File: config.mk
export PLATFORM = sky130hd
export DESIGN_NAME = bzr_lerp
export DESIGN_NICKNAME = d
export VERILOG_FILES = /design/src/sv/bzr_pkg.sv /design/src/sv/bzr_lerp.sv
export SDC_FILE = /design/constraint.sdc
export NUM_CORES = 2
export LEC_CHECK = 0
export ABC_AREA = 1
export BUFFER_PORTS_ARGS = -buffer_cell sky130_fd_sc_hd__buf_2
export CAP_MARGIN = 10
export CORE_MARGIN = 5
export CORE_UTILIZATION = 55
export DETAILED_ROUTE_END_ITERATION = 10
export HOLD_SLACK_MARGIN = 0.06
export PLACE_DENSITY = 0.72
export REMOVE_ABC_BUFFERS = 1
export SLEW_MARGIN = 40
export SYNTH_ARGS = -nofsm -noshare
export SYNTH_HDL_FRONTEND = slang
export SYNTH_SLANG_ARGS = --single-unit
File: constraint.sdc
create_clock -name clk_i -period 9 [get_ports clk_i]
set_clock_uncertainty 0.15 [all_clocks]
set_input_delay 1.35 -clock clk_i [delete_from_list [all_inputs] [get_ports clk_i]]
set_output_delay 1.35 -clock clk_i [all_outputs]
set_load 0.005 [all_outputs]
File: src/sv/bzr_pkg.sv
// Shared constants and types for the cubic Bezier point evaluator.
// Fixed-point widths, register indexes and the result select code.
// No dependencies.
package bzr_pkg;

  // Fixed-point format
  localparam int FracBits = 16;
  localparam int CoordW   = 32;
  localparam int ParamW   = 18;
  // t carried wide enough to hold "one" as a positive signed value
  localparam int TMulW    = (FracBits + 2 > ParamW) ? FracBits + 2 : ParamW;
  localparam int DiffW    = CoordW + 1;
  localparam int ProdW    = DiffW + TMulW;

  // Configuration registers
  localparam int NumRegs  = 8;
  localparam int CfgIdxW  = $clog2(NumRegs);
  localparam logic [CfgIdxW-1:0] RegStartX  = CfgIdxW'(0);
  localparam logic [CfgIdxW-1:0] RegStartY  = CfgIdxW'(1);
  localparam logic [CfgIdxW-1:0] RegGuide1X = CfgIdxW'(2);
  localparam logic [CfgIdxW-1:0] RegGuide1Y = CfgIdxW'(3);
  localparam logic [CfgIdxW-1:0] RegGuide2X = CfgIdxW'(4);
  localparam logic [CfgIdxW-1:0] RegGuide2Y = CfgIdxW'(5);
  localparam logic [CfgIdxW-1:0] RegEndX    = CfgIdxW'(6);
  localparam logic [CfgIdxW-1:0] RegEndY    = CfgIdxW'(7);

  // Pipeline depth of one interpolation level
  localparam int LerpStages = 3;

  // Which value the output stage returns
  typedef enum logic [1:0] {
    SelCurve,
    SelStart,
    SelEnd
  } sel_e;

endpackage

File: src/sv/bzr_lerp.sv
// One linear interpolation a + floor((b - a) * t / 2^FracBits), three stages:
// difference, multiply, shift and add. Depends on bzr_pkg.
module bzr_lerp (
  input  logic                                clk_i,
  input  logic                                en_i,
  input  logic signed [bzr_pkg::CoordW-1:0]   a_i,
  input  logic signed [bzr_pkg::CoordW-1:0]   b_i,
  input  logic signed [bzr_pkg::TMulW-1:0]    t_i,
  output logic signed [bzr_pkg::CoordW-1:0]   y_o
);

  logic signed [bzr_pkg::DiffW-1:0]  diff_d, diff_q;
  logic signed [bzr_pkg::CoordW-1:0] a1_q, a2_q;
  logic signed [bzr_pkg::TMulW-1:0]  t1_q;
  logic signed [bzr_pkg::ProdW-1:0]  prod_d, prod_q;
  logic signed [bzr_pkg::CoordW-1:0] y_d, y_q;

  // stage 1: difference
  assign diff_d = bzr_pkg::DiffW'(b_i) - bzr_pkg::DiffW'(a_i);
  // stage 2: signed product
  assign prod_d = bzr_pkg::ProdW'(diff_q) * bzr_pkg::ProdW'(t1_q);
  // stage 3: arithmetic shift is a plain part-select; result fits 32 bits
  assign y_d = a2_q + $signed(prod_q[bzr_pkg::FracBits + bzr_pkg::CoordW - 1:
                                     bzr_pkg::FracBits]);

  always_ff @(posedge clk_i) begin
    if (en_i) begin
      diff_q <= diff_d;
      a1_q   <= a_i;
      t1_q   <= t_i;
      prod_q <= prod_d;
      a2_q   <= a1_q;
      y_q    <= y_d;
    end
  end

  assign y_o = y_q;

endmodule

# After elaboration in Yosys (flattened, before gate mapping)
# Cells that the tools add are included.
dict set report word_totals {
  out_inout_bits 32
  ff_bits 195
  word_cells 9
  inputBits 84
}
dict set report classes {
  n_addsub 2
  n_mul 1
}
# cell count
set ops {}
lappend ops {{33-bit by 18-bit multiplier with 48-bit output} 1}
lappend ops {{32-bit by 32-bit subtractor with 33-bit output} 1}
lappend ops {{32-bit adder} 1}

# Logic depth before layout (Yosys ltp)
dict set report depth {
  ltp_word 1
  depth_mapped 31
  mapped_depth_nobuf 29
}

# Worst setup path after synthesis
# No wires, ideal clock.
dict set report synth_path {
  kind {reg-to-reg}
  start {register diff_q[17] in the netlist's numbering}
  end {register prod_q[25] in the netlist's numbering, data pin}
  synth_period_minus_slack_ns 5.746
  setup_slack_ns 3.254
  t_arrival_ns 5.344
  stages_incl_launch_ff 26
  t_required_ns 8.598
  path_cell_list {edfxtp_1 > clkbuf_1 > clkbuf_1 > nand2_1 > fa_1 > inv_1 > fa_1 > inv_1 > fa_1 > fa_1 > inv_1 > fa_1 > inv_1 > fa_1 > inv_1 > ha_1 > nand2_1 > o21ai_0 > a21oi_1 > nand2_2 > nand2_1 > nand2_1 > nand2_1 > nand2_1 > nand2_1 > nand2_1}
}
dict set report synth_via {
  elab_chain_cells 1
}
# item line
set synth_lines {}
lappend synth_lines {{start: declaration} bzr_lerp.sv:12} ;# logic signed [bzr_pkg::DiffW-1:0] diff_d, diff_q;
lappend synth_lines {{start signal: assignment} bzr_lerp.sv:28} ;# diff_q <= diff_d;
lappend synth_lines {{33-bit by 18-bit multiplier with 48-bit output} bzr_lerp.sv:21} ;# assign prod_d = bzr_pkg::ProdW'(diff_q) * bzr_pkg::ProdW'(t1_q);
lappend synth_lines {{named net prod_d, one bit} bzr_lerp.sv:15} ;# logic signed [bzr_pkg::ProdW-1:0] prod_d, prod_q;
lappend synth_lines {{end signal: assignment} bzr_lerp.sv:31} ;# prod_q <= prod_d;
lappend synth_lines {{end: declaration} bzr_lerp.sv:15}
# The timed path passes the listed nets, and every way through them passes these cells.
# A chain may end at the register's enable or synchronous reset.

# Worst setup path after layout
dict set report layout_path {
  start {register diff_q[32] in the netlist's numbering}
  end {register prod_q[41] in the netlist's numbering, data pin}
}
# Same word-level chain as after synthesis.

==> results.toml <==
[logic_synthesis]
yosysSeqAreaShare = 0.177
synth_area_um2 = 30400
synth_edf_count = 179
synth_cell_types = 42
syn_area_per_cell_um2 = 8.14
yosysMostFrequentCell = "inv_1"
ys_warn_count = 0
synth_top_area_share = 0.360
synthTopCellsByArea = "fa_1, edfxtp_1, inv_1"
synth-async-reset-ratio = 0
yosys.area.top_type = "fa_1"
syn_inst = 3733
synth-main-ff-cell = "edfxtp_1"
synth.top_cells.by_count = "inv_1, nand2_1, fa_1"
synth_seq_cells = 179

[clock_network]
cts_htree_levels = 4
cts_tree = "done"
post_cts_resize_count = 0
cts.sinks = 179
postCtsSetupBuffers = 0
clk_latency_ns = 0.46
path_clk_slew_ns = 0.08
hold_buffers = 0
cts_made_buffers = 17
root_buffer = "clkbuf_16"
clockBufferDepth = 2

[critical_path]
critPathArrivalTime_ns = 6.72
crit_start = "diff_q[32]$_DFFE_PP_"
start_kind = "flip-flop"
path_max_fanout = 17
ff2ff_setup_slack_ns = 2.34
worst_setup_path_end_kind = "flip-flop"
crit_type = "flip-flop to flip-flop"
worstPathRequired_ns = 9.06
r2r-start = "diff_q[32]$_DFFE_PP_"

[timing]
period_share = 0.740
fmax_mhz = 150
tightest_slew_ns = 0.874
hold_viol_final = 0
relSlewSlack = 0.417
setup_tns_ns = 0
hold_ws_ns = 0.268
period_needed_ns = 6.66
finalWorstSetupSlack_ns = 2.34
rsz0062_at_grt = "no"
finalMaxSlewViolations = 0
finalSetupViolations = 0

[placement]
portBuffers = 115
hpwlAfterDp_um = 65700
finalWeightedCongestion = 0.949
place_ws_ns = 2.47

[global_routing]
grt_max_degree = 73
use_met1 = 0.363
met2_usage = 0.473
grt_pass1_vias = 24700
grt.busiest_layer = "met2"
grt_pass1_wl_um = 129000
grt_usage = 0.270
grt-ovfl-total = 0
antenna_found_initial = 0
grtUsageMet3 = 0.0356

[routing]
dr.pass1.iters = 7
num_vias = 23200
via_per_inst = 5.18
drt-total-wl_um = 78000
ant_nets = 0
drc_errors = 0
drtIter0Drc = 1649
wl_per_cell_um = 17.4

[die]
die_h_um = 245
die_w_um = 245
rows = 86
dieArea_um2 = 60000
start_util = 0.554
top_level_ports = 116
coreArea_um2 = 54900

[cells_and_area]
syn_to_final_growth_pct = 6.20
multi_input_area_um2 = 20500
fin_util = 0.588
nets = 4574
drive_gt1_frac = 0.0598
fill_cells = 4938
ff_latch_area_um2 = 5380
antennaDiodeCount = 0

[job]
maxCapViolCount = 0

[outcome]
status = "completed"

[hold_path]
min_from = "a1_q[19]$_DFFE_PP_"
min_path_type = "flip-flop to flip-flop"
layer usage:
metal / wire [um] / vias up
met5: 0 / -
met4: 1440 / 0
met3: 4220 / 100
met2: 39300 / 728
met1: 33000 / 11500
li1: - / 10900
area by class of cell:
| class | instances | share of cell area |
|---|---|---|
| multi-input cells | 2367 | 0.637 |
| flip-flops and latches | 179 | 0.167 |
| inverters | 1053 | 0.122 |
| well taps | 704 | 0.0273 |
| repair buffers | 148 | 0.0264 |
| clock buffers | 17 | 0.0132 |
| clock inverters | 14 | 0.00744 |
final timing paths:
path | cells after the start | end
setup / recovery | 20 | prod_q[41]$_DFFE_PP_
hold / removal | 0 | a2_q[19]$_DFFE_PP_
setup reg to reg | 20 | prod_q[41]$_DFFE_PP_
hold reg to reg | 0 | a2_q[19]$_DFFE_PP_
layout by cell type, fill, tap and decap left out, types with 10 or more instances in the layout:
| cell | n |
|---|---|
| ha_1 | 177 |
| buf_2 | 114 |
| inv_1 | 1051 |
| nand2_2 | 14 |
| o21ai_0 | 59 |
| o21ai_1 | 10 |
| buf_4 | 27 |
| nor2_1 | 178 |
| a21oi_1 | 125 |
| nand4_1 | 22 |
| edfxtp_1 | 179 |
| o21bai_1 | 19 |
| nand3_1 | 86 |
| nand2_1 | 965 |
| clkbuf_16 | 17 |
| nor3_1 | 13 |
| a21o_1 | 13 |
| xor2_1 | 54 |
| fa_1 | 547 |
| xnor2_1 | 18 |
registers in the layout, summed over array words and instances (netlist names):
name,cells
diff_q,33
prod_q,32
t1_q,18
y_o,32
a2_q,32
a1_q,32
kinds of logic (layout without fill, tap and decap cells):
group | count (synthesis) | in the layout | synth area share
compound gates | 259 | 259 | 0.0484
xor+xnor | 72 | 72 | 0.0208
fa+ha+maj | 724 | 724 | 0.433
buf+inv | 1187 | 1232 | 0.147
flops | 179 | 179 | 0.177
simple gates | 1312 | 1312 | 0.174
critical path, stage by stage (launching register included):
cell and delay, ns:
edfxtp_1 0.72, nand2_1 0.20, inv_1 0.16, fa_1 0.57
fa_1 0.59, ha_1 0.47, inv_1 0.22, fa_1 0.54
inv_1 0.05, fa_1 0.52, inv_1 0.05, fa_1 0.47
inv_1 0.04, ha_1 0.39, nand2_1 0.13, nor2_1 0.21
nand2_1 0.13, nor2_1 0.26, nand4_1 0.25, nand4_1 0.16
nand2_1 0.08
through the flow:
step,area [um^2],std cells
floorplan,29900,3599
global placement,31500,4445
detailed placement,31500,4445
CTS,32200,4476
global route,32300,4482
finish,32300,4482
Power is left out: the tool's default activity adds up to more than one toggle a clock period on the data nets, which glitch-free logic cannot reach.
